[config.mk]
export PLATFORM = sky130hd
export DESIGN_NAME = imec_ctrl
export DESIGN_NICKNAME = d
export VERILOG_FILES = /design/src/rtl/core/imec_pkg.sv /design/src/rtl/core/imec_ctrl.sv
export SDC_FILE = /design/constraint.sdc
export NUM_CORES = 1
export LEC_CHECK = 0
export BUFFER_PORTS_ARGS = -buffer_cell sky130_fd_sc_hd__buf_2
export CAP_MARGIN = 40
export CELL_PAD_IN_SITES_DETAIL_PLACEMENT = 1
export CELL_PAD_IN_SITES_GLOBAL_PLACEMENT = 1
export CORE_ASPECT_RATIO = 1.5
export CORE_MARGIN = 3
export CORE_UTILIZATION = 44
export CTS_BUF_LIST = sky130_fd_sc_hd__clkbuf_8
export CTS_CLUSTER_SIZE = 12
export DETAILED_ROUTE_END_ITERATION = 7
export PLACE_DENSITY_LB_ADDON = 0.1
export RECOVER_POWER = 50
export SKIP_CTS_REPAIR_TIMING = 1
export SLEW_MARGIN = 20
export SYNTH_ARGS = -nofsm -noshare
export SYNTH_HDL_FRONTEND = slang
export SYNTH_SLANG_ARGS = --single-unit
[constraint.sdc]
create_clock -name aclk -period 3 [get_ports aclk]
set_clock_uncertainty 0.05 [all_clocks]
set_input_delay 0.45 -clock aclk [delete_from_list [all_inputs] [get_ports aclk]]
set_output_delay 0.45 -clock aclk [all_outputs]
set_load 0.01 [all_outputs]
[src/rtl/core/imec_pkg.sv]
// Shared types and constants for the inverted Mandelbrot escape counter.
`timescale 1ns / 1ps
package imec_pkg;

    localparam int FRAC_BITS  = 28;
    localparam int COUNT_BITS = 16;

    // Long division runs one quotient bit per cycle over numerator and fraction bits
    localparam int DIV_STEPS = 32 + 2 * FRAC_BITS;
    localparam int STEP_W    = $clog2(DIV_STEPS);
    localparam logic [STEP_W-1:0] DIV_LAST = STEP_W'(DIV_STEPS - 1);

    // Sequencing of the denominator squares and of one 64x64 product
    localparam logic [STEP_W-1:0] DEN_LAST = STEP_W'(2);
    localparam logic [STEP_W-1:0] MUL_LAST = STEP_W'(5);

    // Escape bound |z|^2 >= 4 in the iteration format
    localparam logic [63:0] ESCAPE_BOUND = 64'd4 << FRAC_BITS;

    // Quotient clamp points
    localparam logic [33:0] Q_OVER    = 34'h1_0000_0000;
    localparam logic [33:0] Q_STICKY  = 34'h1_0000_0001;
    localparam logic [33:0] Q_POS_MAX = 34'h0_7FFF_FFFF;
    localparam logic [33:0] Q_NEG_MAX = 34'h0_8000_0000;

    // Configuration register indexes and reset values
    localparam logic REG_ITER_LIMIT = 1'b0;
    localparam logic [COUNT_BITS-1:0] ITER_LIMIT_RESET = COUNT_BITS'(100);

    // Which product the shared multiplier forms
    typedef enum logic [1:0] {
        MUL_RR = 2'd0,
        MUL_II = 2'd1,
        MUL_RI = 2'd2
    } mul_op_t;

    // Which inverted part the divider produces
    typedef enum logic {
        DIV_REAL = 1'b0,
        DIV_IMAG = 1'b1
    } div_sel_t;

    typedef struct packed {
        logic              capture;
        logic              den_step;
        logic              div_load;
        logic              div_step;
        logic              div_store;
        div_sel_t          div_sel;
        logic              iter_init;
        logic              mul_step;
        mul_op_t           mul_op;
        logic              iter_update;
        logic              zero_result;
        logic              out_load;
        logic [STEP_W-1:0] step;
    } imec_cmd_t;

    typedef struct packed {
        logic den_zero;
        logic below_limit;
        logic escaped;
    } imec_status_t;

endpackage

[src/rtl/core/imec_ctrl.sv]
// Controller: sequences inversion, division and iteration, and owns the handshakes.
`timescale 1ns / 1ps
module imec_ctrl
    import imec_pkg::*;
(
    input  logic         aclk,
    input  logic         aresetn,
    input  logic         s_valid,
    output logic         s_ready,
    output logic         m_valid,
    input  logic         m_ready,
    input  imec_status_t status,
    output imec_cmd_t    cmd
);

    typedef enum logic [9:0] {
        ST_IDLE      = 10'b00_0000_0001,
        ST_DEN       = 10'b00_0000_0010,
        ST_DIV_LOAD  = 10'b00_0000_0100,
        ST_DIV_RUN   = 10'b00_0000_1000,
        ST_DIV_STORE = 10'b00_0001_0000,
        ST_CHECK     = 10'b00_0010_0000,
        ST_MUL       = 10'b00_0100_0000,
        ST_TEST      = 10'b00_1000_0000,
        ST_UPDATE    = 10'b01_0000_0000,
        ST_DONE      = 10'b10_0000_0000
    } state_t;

    state_t            state_reg, state_next;
    logic [STEP_W-1:0] step_reg, step_next;
    div_sel_t          sel_reg, sel_next;
    mul_op_t           op_reg, op_next;
    logic              m_valid_reg, m_valid_next;
    logic              s_fire, slot_free;

    assign s_ready   = (state_reg == ST_IDLE);
    assign s_fire    = s_valid && s_ready;
    assign slot_free = !m_valid_reg || m_ready;
    assign m_valid   = m_valid_reg;

    // Next state and commands
    always_comb begin
        state_next   = state_reg;
        step_next    = step_reg + STEP_W'(1);
        sel_next     = sel_reg;
        op_next      = op_reg;
        m_valid_next = m_valid_reg && !m_ready;
        cmd          = '0;
        cmd.step     = step_reg;
        cmd.div_sel  = sel_reg;
        cmd.mul_op   = op_reg;
        unique case (state_reg)
            ST_IDLE: begin
                step_next = '0;
                if (s_fire) begin
                    cmd.capture = 1'b1;
                    state_next  = ST_DEN;
                end
            end
            ST_DEN: begin
                cmd.den_step = 1'b1;
                if (step_reg == DEN_LAST) begin
                    sel_next   = DIV_REAL;
                    state_next = ST_DIV_LOAD;
                end
            end
            ST_DIV_LOAD: begin
                step_next = '0;
                if (status.den_zero) begin
                    cmd.zero_result = 1'b1;
                    state_next      = ST_DONE;
                end else begin
                    cmd.div_load = 1'b1;
                    state_next   = ST_DIV_RUN;
                end
            end
            ST_DIV_RUN: begin
                cmd.div_step = 1'b1;
                if (step_reg == DIV_LAST) begin
                    state_next = ST_DIV_STORE;
                end
            end
            ST_DIV_STORE: begin
                cmd.div_store = 1'b1;
                if (sel_reg == DIV_REAL) begin
                    sel_next   = DIV_IMAG;
                    state_next = ST_DIV_LOAD;
                end else begin
                    cmd.iter_init = 1'b1;
                    state_next    = ST_CHECK;
                end
            end
            ST_CHECK: begin
                step_next = '0;
                op_next   = MUL_RR;
                state_next = status.below_limit ? ST_MUL : ST_DONE;
            end
            ST_MUL: begin
                cmd.mul_step = 1'b1;
                if (step_reg == MUL_LAST) begin
                    step_next = '0;
                    unique case (op_reg)
                        MUL_RR:  op_next    = MUL_II;
                        MUL_II:  state_next = ST_TEST;
                        default: state_next = ST_UPDATE;
                    endcase
                end
            end
            ST_TEST: begin
                step_next  = '0;
                op_next    = MUL_RI;
                state_next = status.escaped ? ST_DONE : ST_MUL;
            end
            ST_UPDATE: begin
                cmd.iter_update = 1'b1;
                state_next      = ST_CHECK;
            end
            ST_DONE: begin
                if (slot_free) begin
                    cmd.out_load = 1'b1;
                    m_valid_next = 1'b1;
                    state_next   = ST_IDLE;
                end
            end
            default: state_next = ST_IDLE;
        endcase
    end

    // Hold control state
    always_ff @(posedge aclk) begin
        if (!aresetn) begin
            state_reg   <= ST_IDLE;
            step_reg    <= '0;
            sel_reg     <= DIV_REAL;
            op_reg      <= MUL_RR;
            m_valid_reg <= 1'b0;
        end else begin
            state_reg   <= state_next;
            step_reg    <= step_next;
            sel_reg     <= sel_next;
            op_reg      <= op_next;
            m_valid_reg <= m_valid_next;
        end
    end

`ifndef SYNTHESIS
    a_accept_starts: assert property (@(posedge aclk) disable iff (!aresetn)
        s_fire |=> (state_reg == ST_DEN))
        else $error("accepted transaction did not start the denominator");
    a_load_when_free: assert property (@(posedge aclk) disable iff (!aresetn)
        cmd.out_load |-> slot_free)
        else $error("result loaded over an untaken result");
    a_load_shows: assert property (@(posedge aclk) disable iff (!aresetn)
        cmd.out_load |=> m_valid_reg)
        else $error("loaded result not presented");
    a_div_bound: assert property (@(posedge aclk) disable iff (!aresetn)
        (state_reg == ST_DIV_RUN) |-> (step_reg <= DIV_LAST))
        else $error("division step count overran");
`endif

endmodule

==> impl_results.md <==
- Number of global-route vias before repair: 1254
- Crit path buf inv count: 1
- CP Max Fanout: 11
- H-tree levels: 1
- Synthesis-to-layout area growth: 10.6%
- First-pass GRT wire length: 5990 um
- CTS Sinks: 21
- Drt drc: 0
- RR Startpoint: state_reg[2]$_SDFFE_PN0P_
- CTS Buffer Depth: 2
- Fin util: 52.1%
- Worst hold path class: in -> reg
- Slowest stage delay, CP: 0.65 ns
- Ant. Diodes: 0
- Clock-pin slew on the worst setup and hold paths: 0.08 ns
- Antenna viol nets, final: 0
- Vias: 1204
- Prevailing post-synth register cell: dfxtp_1
- Maxcap violations: 0
- CTS Buf Count: 3
- Async set-or-reset flop fraction in the synthesized netlist: 0%
- Unrepaired setup endpoints after global routing: false
- CP Capture Type: output pin
- Starting Density: 47.1%
- Hold Path Depth: 3
- Synth warnings: 0
- Synth Area in XOR/XNOR: 6.06%
- WL/cell: 16.8 um
- CP arrival: 2.07 ns
- First-pass DRT Iterations: 4
- Num ports: 29
- Die Wd: 50.4 um
- Post-Synth Adder-Cell Area: 2.88%
- Setup TNS: 0 ns
- GRT overflow: 0
- Max Fclk: 389 MHz
- Mapped cell area: 0.00130 mm2
- Fin nets: 190
- Clock root buffer: clkbuf_8
- Synth Net Count: 166
- Hpwl dp: 2920 um
- Slew Limit Headroom: 36.6%
- TritonCTS clock tree: yes
- Largest net degree at the start of global routing: 13
- Share of layout cells above drive strength 1: 15.6%
- Core Region: 0.00276 mm2
- Final Non-Filler Cells: 216
- CP required: 2.50 ns
- Compound-Gate Fraction of Synth Area: 15.4%
- Worst-Margin Slew: 0.952 ns
- CP top delay family: simple AND/OR/NAND/NOR gates
- Final Hold Viols: 0
- Final setup fails: 0
- Initial antenna violation count: 0
- Clock Latency Late Sink: 0.26 ns
- Via density: 5.57
- Status: completed
- Final period util: 85.7%
- Synth Register Bits: 21
- PwrDens: 405 mW/mm2
- Portion of netlist area occupied by mux cells: 0.769%
- Mapped Cells: 156
- Largest family of logic cells by synthesized area: simple AND/OR/NAND/NOR gates
- Distinct cell type count after synthesis: 50
- Hold endpoint: m_valid$_SDFF_PN0_
- Worst min-delay path startpoint: m_ready
- Inst Count DP: 212
- Peak supply drop: 0.219 mV
- Flop-to-flop setup slack: 0.72 ns
- Critical path, cell by cell: or4_1 > nor2_4 > and4b_1 > and2_0 > buf_2
- Area share of and/or/nand/nor cells after synthesis: 35.1%
- Leakage: 0.599 nW
- GPL Wtd Cong: 0.914
- CP max-delay cell: or4_1
- # rows: 23
- PortBufs: 28
- Syn Area/Cell: 8.34 um2
- Number of flops mapped to enable cells by yosys: 0
- Max reg flops: 10
- Sequential area share after synthesis: 32.3%
- Final wirelength: 3630 um
- Die Y: 72.6 um
- Die ar.: 0.00366 mm2
- Crit path time final: 2.57 ns
- Final hold slack: 0.420 ns
- Iter 0 DRT Violations: 32
- Reg2reg path depth: 6
- Total GRT Usage: 21.4%
- Worst reg2reg path endpoint: step_reg[4]$_SDFF_PN0_
- Slew Limit Fails: 0
- WS Path Type: reg -> out
- Worst Setup Start Kind: register
logic make-up after synthesis:
logic type,Yosys count
buf+inv,18
fa+ha+maj,3
mux,1
flops,21
simple gates,78
compound gates,26
xor+xnor,9
worst register-to-register path: cells and delay by family (launching register included):
family	cells	cell delay (ns)
compound gates	1	0.82
buf+inv	1	0.07
flops	1	0.55
simple gates	4	0.63
power by group:
group          switching [W]  leakage [nW]  internal [W]
registers          0.0000146         0.170      0.000285
clock network      0.0000953        0.0269     0.0000914
logic              0.0000589         0.402     0.0000379
area by class of cell:
class | count | area [um2]
timing repair buffer | 28 | 126
inverter | 9 | 33.8
multi-input combinational | 117 | 767
fill | 384 | 1320
tap | 37 | 46.3
clock inverter | 1 | 3.75
clock buffer | 3 | 41.3
sequential | 21 | 420
worst max-delay path by stage:
stage / start / to / slack [ns] / cells after the start
floorplan: state_reg[2]$_SDFFE_PN0P_ / cmd[13] / 1.00 / 5
global placement: state_reg[0]$_SDFFE_PN1P_ / cmd[13] / 0.85 / 5
detailed placement: state_reg[0]$_SDFFE_PN1P_ / cmd[13] / 0.78 / 5
CTS: state_reg[0]$_SDFFE_PN1P_ / cmd[13] / 0.49 / 5
global route: state_reg[0]$_SDFFE_PN1P_ / cmd[13] / 0.28 / 5
finish: state_reg[0]$_SDFFE_PN1P_ / cmd[13] / 0.43 / 5
cells in the final DEF (no fill, tap or decap), types with 5 or more instances in the layout:
cell | synthesis | routed
a21oi_1 | 6 | 6
buf_2 | 3 | 17
clkbuf_1 | 1 | 11
dfxtp_1 | 21 | 21
inv_1 | 8 | 9
nand2_1 | 9 | 9
nand3_1 | 8 | 8
nor2_1 | 15 | 16
nor2b_1 | 7 | 7
nor3_1 | 11 | 11
xor2_1 | 5 | 5
cell usage after synthesis, drive strengths merged, types with 3 or more instances:
cell type	instances	area (um2)
nand4	4	25.0
dfxtp	21	420
nor2	17	73.8
nand3	8	40.0
xor2	5	43.8
and2	3	18.8
xnor2	4	35.0
ha	3	37.5
nor2b	7	43.8
and3	3	18.8
buf	8	60.1
nor3	12	65.1
nand2b	3	18.8
nand2	10	40.0
a21oi	6	30.0
o21a	4	30.0
nor4	3	40.0
inv	9	33.8
routing by layer:
layer | global-route usage, % | vias to the layer above | wire length [um]
met1 | 22.0 | 574 | 1400
met5 | 0 | - | 0
met4 | 8.68 | 0 | 68
li1 | - | 595 | -
met3 | 3.27 | 9 | 118
met2 | 41.9 | 26 | 2040
stage by stage:
stage	power, W	setup slack [ns]	area (um2)
3_5_place_dp	0.000407	0.781	1420
4_1_cts	0.000594	0.488	1470
5_1_grt	0.000609	0.281	1440
6_report	0.000583	0.429	1440
2_1_floorplan	0.000374	1.00	1300
3_3_place_gp	0.000401	0.846	1420
No activity file was read; power rests on OpenSTA's default activity.
